$ cat src/design/afc_pkg.sv
// ---------------------------------------------------------------------------
// afc_pkg
// shared types and constants for the api frame checker
// ---------------------------------------------------------------------------
`default_nettype none

package afc_pkg;

    localparam int unsigned IDX_W    = 17;
    localparam int unsigned LEN_W    = 16;
    localparam int unsigned BYTE_W   = 8;
    localparam int unsigned PADDR_W  = 3;
    localparam int unsigned PDATA_W  = 32;

    localparam logic [IDX_W-1:0]   IDX_MAX          = '1;
    localparam logic [BYTE_W-1:0]  START_DELIM_RST  = 8'h7E;
    localparam logic [BYTE_W-1:0]  SUM_GOOD         = 8'hFF;

    // register byte addresses
    localparam logic [PADDR_W-1:0] ADDR_START_DELIM = 3'd0;

    typedef enum logic [1:0] {
        ST_OK        = 2'd0,
        ST_BAD_DELIM = 2'd1,
        ST_BAD_LEN   = 2'd2,
        ST_BAD_SUM   = 2'd3
    } t_status;

    typedef struct packed {
        logic [BYTE_W-1:0] data_byte;
        logic              last_byte;
    } t_in_item;

    typedef struct packed {
        t_status           status;
        logic [LEN_W-1:0]  length_field;
        logic [BYTE_W-1:0] api_id;
        logic [BYTE_W-1:0] received_checksum;
    } t_out_item;

endpackage

`default_nettype wire

$ cat src/design/api_frame_checker_core.sv
// ---------------------------------------------------------------------------
// api_frame_checker_core
// byte-serial check of delimited, length-prefixed, checksummed frames
// ---------------------------------------------------------------------------
// Takes one frame byte per cycle and gives one verdict per frame, on the
// byte that carries the last flag. A byte sits in the input register, where
// a short update of the frame state (delimiter match, length bytes, api id,
// running sum) and the verdict logic run; the verdict lands in the output
// register when the last byte leaves the input register. Sustained rate is
// one byte per clock; the input register stalls only while it holds a last
// byte and the output register holds an untaken verdict.
// The start delimiter register sits at byte address 0 of the register port.
`default_nettype none

module api_frame_checker_core (
    input  wire logic                          i_clk,
    input  wire logic                          i_rst_n,
    // byte input
    input  wire logic                          i_in_valid,
    input  wire afc_pkg::t_in_item             i_in_data,
    output logic                               o_in_stall,
    // verdict output
    output logic                               o_out_valid,
    output afc_pkg::t_out_item                 o_out_data,
    input  wire logic                          i_out_stall,
    // register port
    input  wire logic                          psel,
    input  wire logic                          penable,
    input  wire logic                          pwrite,
    input  wire logic [afc_pkg::PADDR_W-1:0]   paddr,
    input  wire logic [afc_pkg::PDATA_W-1:0]   pwdata,
    output logic      [afc_pkg::PDATA_W-1:0]   prdata,
    output logic                               pready
);
    import afc_pkg::*;

    logic [BYTE_W-1:0] r_start_delim;

    logic              r_in_valid;
    t_in_item          r_in;

    logic              r_out_valid;
    t_out_item         r_out;

    logic [IDX_W-1:0]  r_byte_index;
    logic              r_delim_ok;
    logic [LEN_W-1:0]  r_length;
    logic [BYTE_W-1:0] r_sum;
    logic [BYTE_W-1:0] r_api;

    logic [IDX_W-1:0]  n_byte_index;
    logic              n_delim_ok;
    logic [LEN_W-1:0]  n_length;
    logic [BYTE_W-1:0] n_sum;
    logic [BYTE_W-1:0] n_api;
    t_out_item         n_out;

    logic              out_free;
    logic              advance;
    logic              cfg_write;
    logic [IDX_W-1:0]  idx_m3;

    assign pready    = 1'b1;
    assign cfg_write = psel && penable && pwrite && pready;

    always_comb begin
        prdata = '0;
        if (paddr == ADDR_START_DELIM) begin
            prdata = {{(PDATA_W-BYTE_W){1'b0}}, r_start_delim};
        end
    end

    // a non-last byte needs no room downstream
    assign out_free   = !r_out_valid || !i_out_stall;
    assign advance    = r_in_valid && (!r_in.last_byte || out_free);
    assign o_in_stall = r_in_valid && !advance;

    assign o_out_valid = r_out_valid;
    assign o_out_data  = r_out;

    assign idx_m3 = r_byte_index - IDX_W'(3);

    always_comb begin
        n_delim_ok = r_delim_ok;
        n_length   = r_length;
        n_api      = r_api;
        n_sum      = r_sum;
        if (r_byte_index == IDX_W'(0)) begin
            n_delim_ok = (r_in.data_byte == r_start_delim);
        end
        if (r_byte_index == IDX_W'(1)) begin
            n_length = {r_in.data_byte, {BYTE_W{1'b0}}};
        end
        if (r_byte_index == IDX_W'(2)) begin
            n_length = {r_length[LEN_W-1:BYTE_W], r_in.data_byte};
        end
        if (r_byte_index == IDX_W'(3)) begin
            n_api = r_in.data_byte;
        end
        if (r_byte_index >= IDX_W'(3)) begin
            n_sum = r_sum + r_in.data_byte;
        end

        if (r_byte_index == IDX_MAX) begin
            n_byte_index = r_byte_index;
        end else begin
            n_byte_index = r_byte_index + IDX_W'(1);
        end

        n_out.length_field      = (r_byte_index >= IDX_W'(2)) ? n_length : '0;
        n_out.api_id            = (r_byte_index >= IDX_W'(3)) ? n_api : '0;
        n_out.received_checksum = r_in.data_byte;
        // count - 4 == length  <=>  index - 3 == length
        priority if (!n_delim_ok) begin
            n_out.status = ST_BAD_DELIM;
        end else if (r_byte_index < IDX_W'(3) || idx_m3 != {1'b0, n_length}) begin
            n_out.status = ST_BAD_LEN;
        end else if (n_sum != SUM_GOOD) begin
            n_out.status = ST_BAD_SUM;
        end else begin
            n_out.status = ST_OK;
        end
    end

    always_ff @(posedge i_clk) begin
        if (!i_rst_n) begin
            r_start_delim <= START_DELIM_RST;
            r_in_valid    <= 1'b0;
            r_out_valid   <= 1'b0;
            r_byte_index  <= '0;
            r_delim_ok    <= 1'b0;
            r_length      <= '0;
            r_sum         <= '0;
            r_api         <= '0;
        end else begin
            if (cfg_write && paddr == ADDR_START_DELIM) begin
                r_start_delim <= pwdata[BYTE_W-1:0];
            end

            if (!o_in_stall) begin
                r_in_valid <= i_in_valid;
            end

            if (out_free) begin
                r_out_valid <= advance && r_in.last_byte;
            end

            if (advance) begin
                if (r_in.last_byte) begin
                    r_byte_index <= '0;
                    r_delim_ok   <= 1'b0;
                    r_length     <= '0;
                    r_sum        <= '0;
                    r_api        <= '0;
                end else begin
                    r_byte_index <= n_byte_index;
                    r_delim_ok   <= n_delim_ok;
                    r_length     <= n_length;
                    r_sum        <= n_sum;
                    r_api        <= n_api;
                end
            end
        end
    end

    // payload registers
    always_ff @(posedge i_clk) begin
        if (!o_in_stall) begin
            r_in <= i_in_data;
        end
        if (advance && r_in.last_byte) begin
            r_out <= n_out;
        end
    end

`ifndef SYNTHESIS
    a_clear_after_last: assert property (@(posedge i_clk) disable iff (!i_rst_n)
        (advance && r_in.last_byte) |=> (r_byte_index == '0 && !r_delim_ok && r_sum == '0))
        else $error("frame state not cleared after last byte");

    a_index_step: assert property (@(posedge i_clk) disable iff (!i_rst_n)
        (advance && !r_in.last_byte && r_byte_index != IDX_MAX)
        |=> (r_byte_index == $past(r_byte_index) + IDX_W'(1)))
        else $error("byte index did not advance");

    a_stall_only_when_full: assert property (@(posedge i_clk) disable iff (!i_rst_n)
        o_in_stall |-> (r_in_valid && r_in.last_byte && r_out_valid && i_out_stall))
        else $error("input stalled without a blocked verdict");

    a_verdict_from_last: assert property (@(posedge i_clk) disable iff (!i_rst_n)
        (o_out_valid && !$past(o_out_valid)) |-> $past(advance && r_in.last_byte))
        else $error("verdict without a last byte");
`endif

endmodule

`default_nettype wire

$ cat config.mk
export PLATFORM = sky130hd
export DESIGN_NAME = api_frame_checker_core
export DESIGN_NICKNAME = d
export VERILOG_FILES = /design/src/design/afc_pkg.sv /design/src/design/api_frame_checker_core.sv
export SDC_FILE = /design/constraint.sdc
export NUM_CORES = 1
export LEC_CHECK = 0
export BUFFER_PORTS_ARGS = -buffer_cell sky130_fd_sc_hd__buf_2
export CAP_MARGIN = 15
export CORE_UTILIZATION = 35
export CTS_CLUSTER_DIAMETER = 80
export CTS_CLUSTER_SIZE = 25
export DETAILED_ROUTE_END_ITERATION = 8
export GPL_ROUTABILITY_DRIVEN = 0
export HOLD_SLACK_MARGIN = 0.15
export MAX_ROUTING_LAYER = met4
export PLACE_DENSITY = 0.54
export REMOVE_ABC_BUFFERS = 1
export SLEW_MARGIN = 25
export SYNTH_ARGS = -nofsm -noshare
export SYNTH_HDL_FRONTEND = slang
export SYNTH_SLANG_ARGS = --single-unit
$ cat constraint.sdc
create_clock -name i_clk -period 3.8 [get_ports i_clk]
set_clock_uncertainty 0.15 [all_clocks]
set_input_delay 0.19 -clock i_clk [delete_from_list [all_inputs] [get_ports i_clk]]
set_output_delay 0.19 -clock i_clk [all_outputs]
set_load 0.01 [all_outputs]
== After elaboration in Yosys (flattened, before gate mapping) ==
Cells that the tools add are included.
Word-level totals
  output and inout bits: 69
  flip-flop bits (word level): 103
  logic and storage cells: 58
Cells by class
  muxes and demuxes: 14
  reductions and logical operators: 16
  magnitude comparators: 3
  $add $sub $neg: 3
  equality and inequality tests: 8
Operators with widths (number)
  2-to-1 mux 16 bit: 3
  2-to-1 mux 8 bit: 5
  == test 17 x 2 -> 1 bit (second input constant): 2
  >= comparator 17 x 2 -> 1 bit (second input constant): 2
  2-to-1 mux 17 bit: 2
  adder 17 x 1 -> 17 bit (second input constant): 1
  == test 17 x 1 -> 1 bit (second input constant): 1
  == test 17 bit (second input constant): 1
  zero test 17 bit: 1
  < comparator 17 x 2 -> 1 bit (second input constant): 1
  != test 17 x 16 -> 1 bit: 1
  subtractor 17 x 2 -> 17 bit (second input constant): 1
  adder 8 bit: 1
  == test 8 bit: 1
  != test 8 bit (second input constant): 1
  logical AND 1 bit: 6
  zero test 1 bit: 4
  2-to-1 mux 2 bit: 2
  zero test 3 bit: 1
  logical OR 1 bit: 3
  2-to-1 mux 1 bit: 2
  != test 2 bit (second input constant): 1
  AND reduction 2 bit: 1

== Depth between registers and ports, before layout ==
Gate-level depths: netlist (run 1).
  depth after elaboration: 6
  mapped depth: 13
  depth with buffers taken out: 11

== Least setup slack after synthesis (run 1) ==
No wires, ideal clock.
  path kind: register to register
  from: reg r_byte_index[0]
  to: reg r_out (netlist bit o_out_data[33]) (data pin)
  stages on the path, launching flop included: 12
  arrival time: 2789 ps
  library setup time: 259 ps
  path slack: 602 ps
  cell sequence: dfxtp_1 > inv_1 > ha_1 > clkbuf_1 > nor4_4 > and2_4 > buf_12 > mux2i_1 > xnor2_1 > nand4_1 > or4_4 > o31a_1
Between the ends
  word-level cells in the longest chain between the ends: 6
  elaborated cells between the ends (all ways): 15
Ends and longest elaborated chain
  start, declared: RTL line api_frame_checker_core.sv:45  | logic [IDX_W-1:0] r_byte_index;
  start signal, assigned: RTL line api_frame_checker_core.sv:156  | r_byte_index <= n_byte_index;
  branches (longest 6 deep; another with >= comparator 17 x 2 -> 1 bit)
  end signal, assigned: RTL line api_frame_checker_core.sv:172  | r_out <= n_out;
  end, declared: RTL line api_frame_checker_core.sv:43  | t_out_item r_out;
Several ways; the timed one is not identified.
A chain may end at the register's enable or synchronous reset.

== Final worst setup path (run 1) ==
Same ends and word-level chain as after synthesis.

==> results of run 1 <==
-- cell type report --
type | instances | share of cell area (%)
Tap cell | 211 | 4.099
Sequential cell | 103 | 38.69
Inverter | 17 | 0.9907
Clock inverter | 7 | 0.9713
Clock buffer | 9 | 3.497
Timing Repair Buffer | 102 | 9.907
Multi-Input combinational cell | 421 | 41.84
-- power by group through the flow --
stage	sequential [mW]	combinational (mW)	clock [mW]
3_5_place_dp	1.22	0.154	0
4_1_cts	1.19	0.170	0.923
5_1_grt	1.19	0.186	0.970
3_3_place_gp	1.21	0.152	0
2_1_floorplan	1.22	0.0817	0
6_report	1.19	0.171	0.901
-- per-layer routing --
layer	up-vias	global-route usage, %	wire length, um
li1	2151	-	-
met2	146	27.30	6062
met4	0	5.952	181
met5	-	-	0
met3	15	3.589	842
met1	2061	23.37	6437
-- registers in the layout, summed over array words and instances, names as in the netlist --
register / flops
r_delim_ok: 1
r_start_delim: 8
r_in_valid: 1
n_out: 8
r_byte_index: 17
r_sum: 8
r_length: 16
r_in: 1
o_out_valid: 1
r_api: 8
o_out_data: 34
-- cell usage after synthesis, drive strengths merged (2+ instances only) --
library cell | n | area [sq um]
a21boi | 6 | 45.04
a21oi | 14 | 70.07
a22o | 12 | 105.1
a22oi | 32 | 240.2
a32oi | 2 | 17.52
and2 | 15 | 96.34
and3 | 9 | 56.30
and4 | 2 | 17.52
buf | 32 | 259.0
clkbuf | 30 | 112.6
conb | 2 | 7.510
dfxtp | 60 | 1201
edfxtp | 43 | 1291
ha | 12 | 150.1
inv | 17 | 63.81
mux2i | 6 | 60.06
nand2 | 47 | 178.9
nand2b | 4 | 25.02
nand3 | 35 | 175.2
nand4 | 9 | 56.30
nand4b | 2 | 17.52
nor2 | 33 | 123.9
nor2b | 30 | 187.7
nor3 | 13 | 86.34
nor4 | 7 | 58.81
o211ai | 2 | 15.01
o21ai | 25 | 125.1
o21bai | 2 | 15.01
o31ai | 4 | 30.03
o41ai | 2 | 17.52
or3 | 8 | 50.05
or4 | 2 | 18.77
xnor2 | 35 | 306.5
xor2 | 17 | 148.9
-- worst register-to-register path: cells and delay by family, from the launching register on --
family / cells / cell delay [ns]
compound gates: 3 / 1.22
flops: 1 / 0.54
fa+ha+maj: 1 / 0.35
buf+inv: 1 / 0.15
simple gates: 2 / 0.63
xor+xnor: 1 / 0.20
-- logic make-up after synthesis --
kind of cell	Yosys count	synth area share, %
simple gates	216	20.75
compound gates	108	13.65
flops	103	45.02
buf+inv	79	7.864
xor+xnor	52	8.226
fa+ha+maj	13	3.073
mux	7	1.288
other cells	2	0.1356
-- path summary, 6_finish.rpt --
kind | from | to | slack (ns)
max | r_byte_index[0] | o_out_data[33] | 0.32
min | i_rst_n | r_start_delim[2] | 0.21
max reg2reg | r_byte_index[0] | o_out_data[33] | 0.32
min reg2reg | r_start_delim[2] | r_start_delim[2] | 0.36
-- per-stage QoR --
stage          worst slack, ns  cell area [sq um]  instances  hold slack [ns]  utilization [%]
6_report                0.3182               6441        870           0.2080            42.06
5_1_grt                0.09839               6441        870           0.2267            42.06
4_1_cts                 0.3551               6441        870           0.1975            42.06
3_5_place_dp            0.3704               5963        835           0.2182            38.94
3_3_place_gp            0.4332               5963        835           0.2171            38.94
2_1_floorplan           0.7187               5251        541           0.1118                -
-- timing repair --
item,4_1_cts,5_1_grt
hold buffers,19,0
hold endpoints to repair,19,0
gates resized for setup,0,0
==> reports/qor.csv, run 1 <==
metric;value;unit
layout-drive-gt1-share;16.39;%
num_rows;45;
period_needed;3.482;ns
cpPeakStageDelay;0.70;ns
wl;13.52;mm
cts.path.max_buffers;2;
p_per_area;351.3;nW/um^2
comb_power_share;7.6;%
async_reset_ff_share;0;%
dp_hpwl;9.599;mm
clock_sinks;103;
post_drt_wl_per_cell;15.54;um
end_kind;flip-flop;
coreArea;15310;sq um
multi_input_area;2695;sq um
clk_pin_slew;0.08;ns
io_buffers;70;
grt_pass1_vias;4135;
grt_max_degree;48;
p_sw;0.5664;mW
cts_tree;done;
final_common_cell;buf_2;
worstSetupPathType;flip-flop to flip-flop;
vdd_drop_max;0.2310;mV
relSlewSlack;42.26;%
rsz0062_at_grt;no;
rr_worst_depth;8;
grt-ovfl-total;0;
syn_inst;580;
cts_inserted_buffers;9;
postCtsSetupRepairBufs;0;
drt_first_pass_iters;5;
vias_per_cell;5.026;
vias;4373;
area_delta_synth_final;16.34;%
hold_depth;2;
power;2.263;mW
clkPwrFrac;39.8;%
synth_edf_count;43;
nets;718;
die_height;127.8;um
syn-cell-area;5537;sq um
avgSynthCellArea;9.546;sq um
die_x;127.8;um
drc;0;
ys.flop_type;dfxtp_1;
maxCapViolCount;0;
tightestPinTransition;0.8588;ns
layout_common_cells;buf_2 (70), dfxtp_1 (60), nand2_1 (46), edfxtp_1 (43);
seqCellArea;2492;sq um
arrival;3.44;ns
outcome;complete, no violations;
setup_viol;0;
ys_ff_latch;103;
hp-class;input port to flip-flop;
num_antenna_cells;0;
crit_cells;8;
grt_pass1_wl;21.45;mm
insertion_delay;0.35;ns
ios;120;
root_buffer;clkbuf_16;
path_max_fanout;10;
post-route-period-util;91.63;%
h-tree-depth;3;
start_kind;flip-flop;
yosys_warnings;0;
path_cells;inv_1 -> ha_1 -> o211ai_1 -> a22oi_1 -> xnor2_1 -> nand4_1 -> or4_4 -> o31a_1;
slew_violations;0;
p_int;1.696;mW
max_freq;0.2872;GHz
critPathRequiredTime;3.76;ns
ys_types;53;
p_sw_share;25.03;%
tns;0;ns
sequentialPowerShare;52.6;%
fill_cells;1538;
cp_num_buf_inv;1;
drtIter0Drc;308;
slowest_stage;o211ai_1;
antenna_found_initial;0;
leakage;2.486;nW
initial_core_util;36.15;%
synth_seq_area_share;45.02;%
crit_family;compound AO/OA/AOI/OAI gates;
die-area;16330;sq um
grtUsageTotal;17.78;%
finalHoldViolCount;0;
drtAntennaViolNets;0;
(Power assumes the default switching activity.)
==> inputs of run 2 (changes only) <==
- CELL_PAD_IN_SITES_DETAIL_PLACEMENT: not set -> 1
- CELL_PAD_IN_SITES_GLOBAL_PLACEMENT: not set -> 1
- PLACE_DENSITY: 0.54 -> not set
- PLACE_DENSITY_LB_ADDON: not set -> 0.1
==> run 2 against run 1 <==
Effect of this change:
- combinational power grew 4%
- register-to-register slack worse by 0.05 ns
- final area increased by 0.37%
- clock power increased by 3.7%
- via count increased by 0.50%
- critical path depth unchanged
- maximum frequency decreased by 1.3%
==> reports/qor.csv, run 2 (same netlist as run 1, synthesis figures left out) <==
metric;value;unit;change
worstSetupPathType;flip-flop to flip-flop;;
relSlewSlack;42.37;%;+0.11 points
die_height;127.8;um;unchanged
rr_startpoint;r_byte_index[0];;
grt_util_met2;30.85;%;+3.5 points
die_x;127.8;um;unchanged
cpPeakStageDelay;0.74;ns;+0.04 ns
antenna_found_initial;0;;unchanged
vias_per_cell;5.040;;+0.27%
outcome;complete, no violations;;
grtUsageTotal;20.06;%;+2.3 points
end_kind;flip-flop;;
largest_reg_flops;34;;unchanged
max_freq;0.2834;GHz;-1.3%
drtAntennaViolNets;0;;unchanged
critPathRequiredTime;3.77;ns;about the same
initial_core_util;36.15;%;unchanged
area_delta_synth_final;16.77;%;
grt_use_met1;27.14;%;+3.8 points
period_needed;3.529;ns;+0.04720 ns
design_area;6465;sq um;+0.37%
nets;720;;+0.28%
endpoint;o_out_data[33];;
vdd_drop_max;0.3056;mV;+32%
tightestPinTransition;0.8579;ns;-0.0009292 ns
reg2reg_setup_slack;0.27;ns;-0.05 ns
maxCapViolCount;0;;unchanged
vias;4395;;+0.50%
grt_max_degree;48;;unchanged
setup_viol;0;;unchanged
post_drt_wl_per_cell;17.61;um;+13%
grt-ovfl-total;0;;unchanged
h-tree-depth;3;;unchanged
ios;120;;unchanged
arrival;3.50;ns;+0.06 ns
path_max_fanout;10;;unchanged
grt_pass1_vias;4354;;+5.3%
wl;15.35;mm;+14%
num_rows;45;;unchanged
crit_cells;8;;unchanged
grtUsageMet3;2.796;%;-0.79 points
start_kind;flip-flop;;
rr_worst_depth;8;;unchanged
cp-startpoint;r_byte_index[0];;
layout-drive-gt1-share;16.49;%;+0.10 points
cts_tree;done;;
hold_buffers;19;;unchanged
rsz0062_at_grt;no;;
clk_pin_slew;0.08;ns;about the same
cp_num_buf_inv;1;;unchanged
layout_common_cells;buf_2 (70), dfxtp_1 (60), nand2_1 (46), edfxtp_1 (43);;
tns;0;ns;unchanged
hp-class;input port to flip-flop;;
p_per_area;355.8;nW/um^2;+1.3%
cts_inserted_buffers;9;;unchanged
root_buffer;clkbuf_16;;
worstHoldStart;penable;;
slew_violations;0;;unchanged
io_buffers;70;;unchanged
insertion_delay;0.37;ns;+0.02 ns
post-route-period-util;92.87;%;+1.2 points
slowest_stage;o211ai_1;;
dp_hpwl;10.86;mm;+13%
grt_pass1_wl;24.16;mm;+13%
postCtsSetupRepairBufs;0;;unchanged
coreArea;15310;sq um;unchanged
ctsResizeCount;0;;unchanged
cts.path.max_buffers;2;;unchanged
dpl-instance-area;5978;sq um;+0.25%
path_cells;inv_1 -> ha_1 -> o211ai_1 -> a22oi_1 -> xnor2_1 -> nand4_1 -> or4_4 -> o31a_1;;
num_antenna_cells;0;;unchanged
drtIter0Drc;207;;-33%
drc;0;;unchanged
finalHoldViolCount;0;;unchanged
final_common_cell;buf_2;;
crit_family;compound AO/OA/AOI/OAI gates;;
drt_first_pass_iters;5;;unchanged
leakage;2.496;nW;+0.39%
clock_sinks;103;;unchanged
die-area;16330;sq um;unchanged
rr_endpoint;o_out_data[33];;
top_usage_layer;met2;;
## run 2: cell count changes in the layout (fill, tap and decap cells not counted), sizes merged
cell,delta
inv,-1
buf,+2
clkbuf,+1
## run 2: power breakdown
part | switching, mW | internal [mW] | total, mW
Combinational | 0.107 | 0.0707 | 0.178
Sequential | 0.0209 | 1.17 | 1.19
Clock | 0.470 | 0.464 | 0.934
## run 2: cell type report
type	instances	area, sq um
Fill cell	1793	8850
Timing Repair Buffer	104	653.1
Tap cell	211	264.0
Clock buffer	10	229.0
Clock inverter	6	67.56
Multi-Input combinational cell	421	2695
Sequential cell	103	2492
Inverter	17	63.81
## run 2: routing by layer
metal,routed length [um],part of all wire [%]
met3,561,3.7
met4,189,1.2
met1,7582,49
met2,7019,46
met5,0,0
## run 2: per-stage QoR
step | total power, mW | utilization [%] | instances | setup WS, ns | hold WS (ns)
after floorplan | 1.299 | - | 541 | 0.7187 | 0.1118
after global placement | 1.373 | 39.04 | 837 | 0.3605 | 0.2177
after detailed placement | 1.376 | 39.04 | 837 | 0.2802 | 0.2194
after CTS | 2.321 | 42.21 | 872 | 0.2788 | 0.2095
after global routing | 2.381 | 42.21 | 872 | 0.07911 | 0.2286
final | 2.300 | 42.21 | 872 | 0.2710 | 0.2103
## run 2: how the worst min path moves through the flow
| stage | to | depth (start not counted) |
|---|---|---|
| 2_1_floorplan | r_start_delim[1] | 1 |
| 3_3_place_gp | r_in[0] | 1 |
| 4_1_cts | r_start_delim[5] | 4 |
| 5_1_grt | r_start_delim[6] | 4 |
| 6_report | r_start_delim[2] | 4 |
| 3_5_place_dp | n_out[1] | 1 |
## run 2: worst register-to-register path, stage by stage, from the launching register on
cell      delay [ns]
dfxtp_1         0.53
inv_1           0.15
ha_1            0.36
o211ai_1        0.74
a22oi_1         0.25
xnor2_1         0.20
nand4_1         0.10
or4_4           0.53
o31a_1          0.29
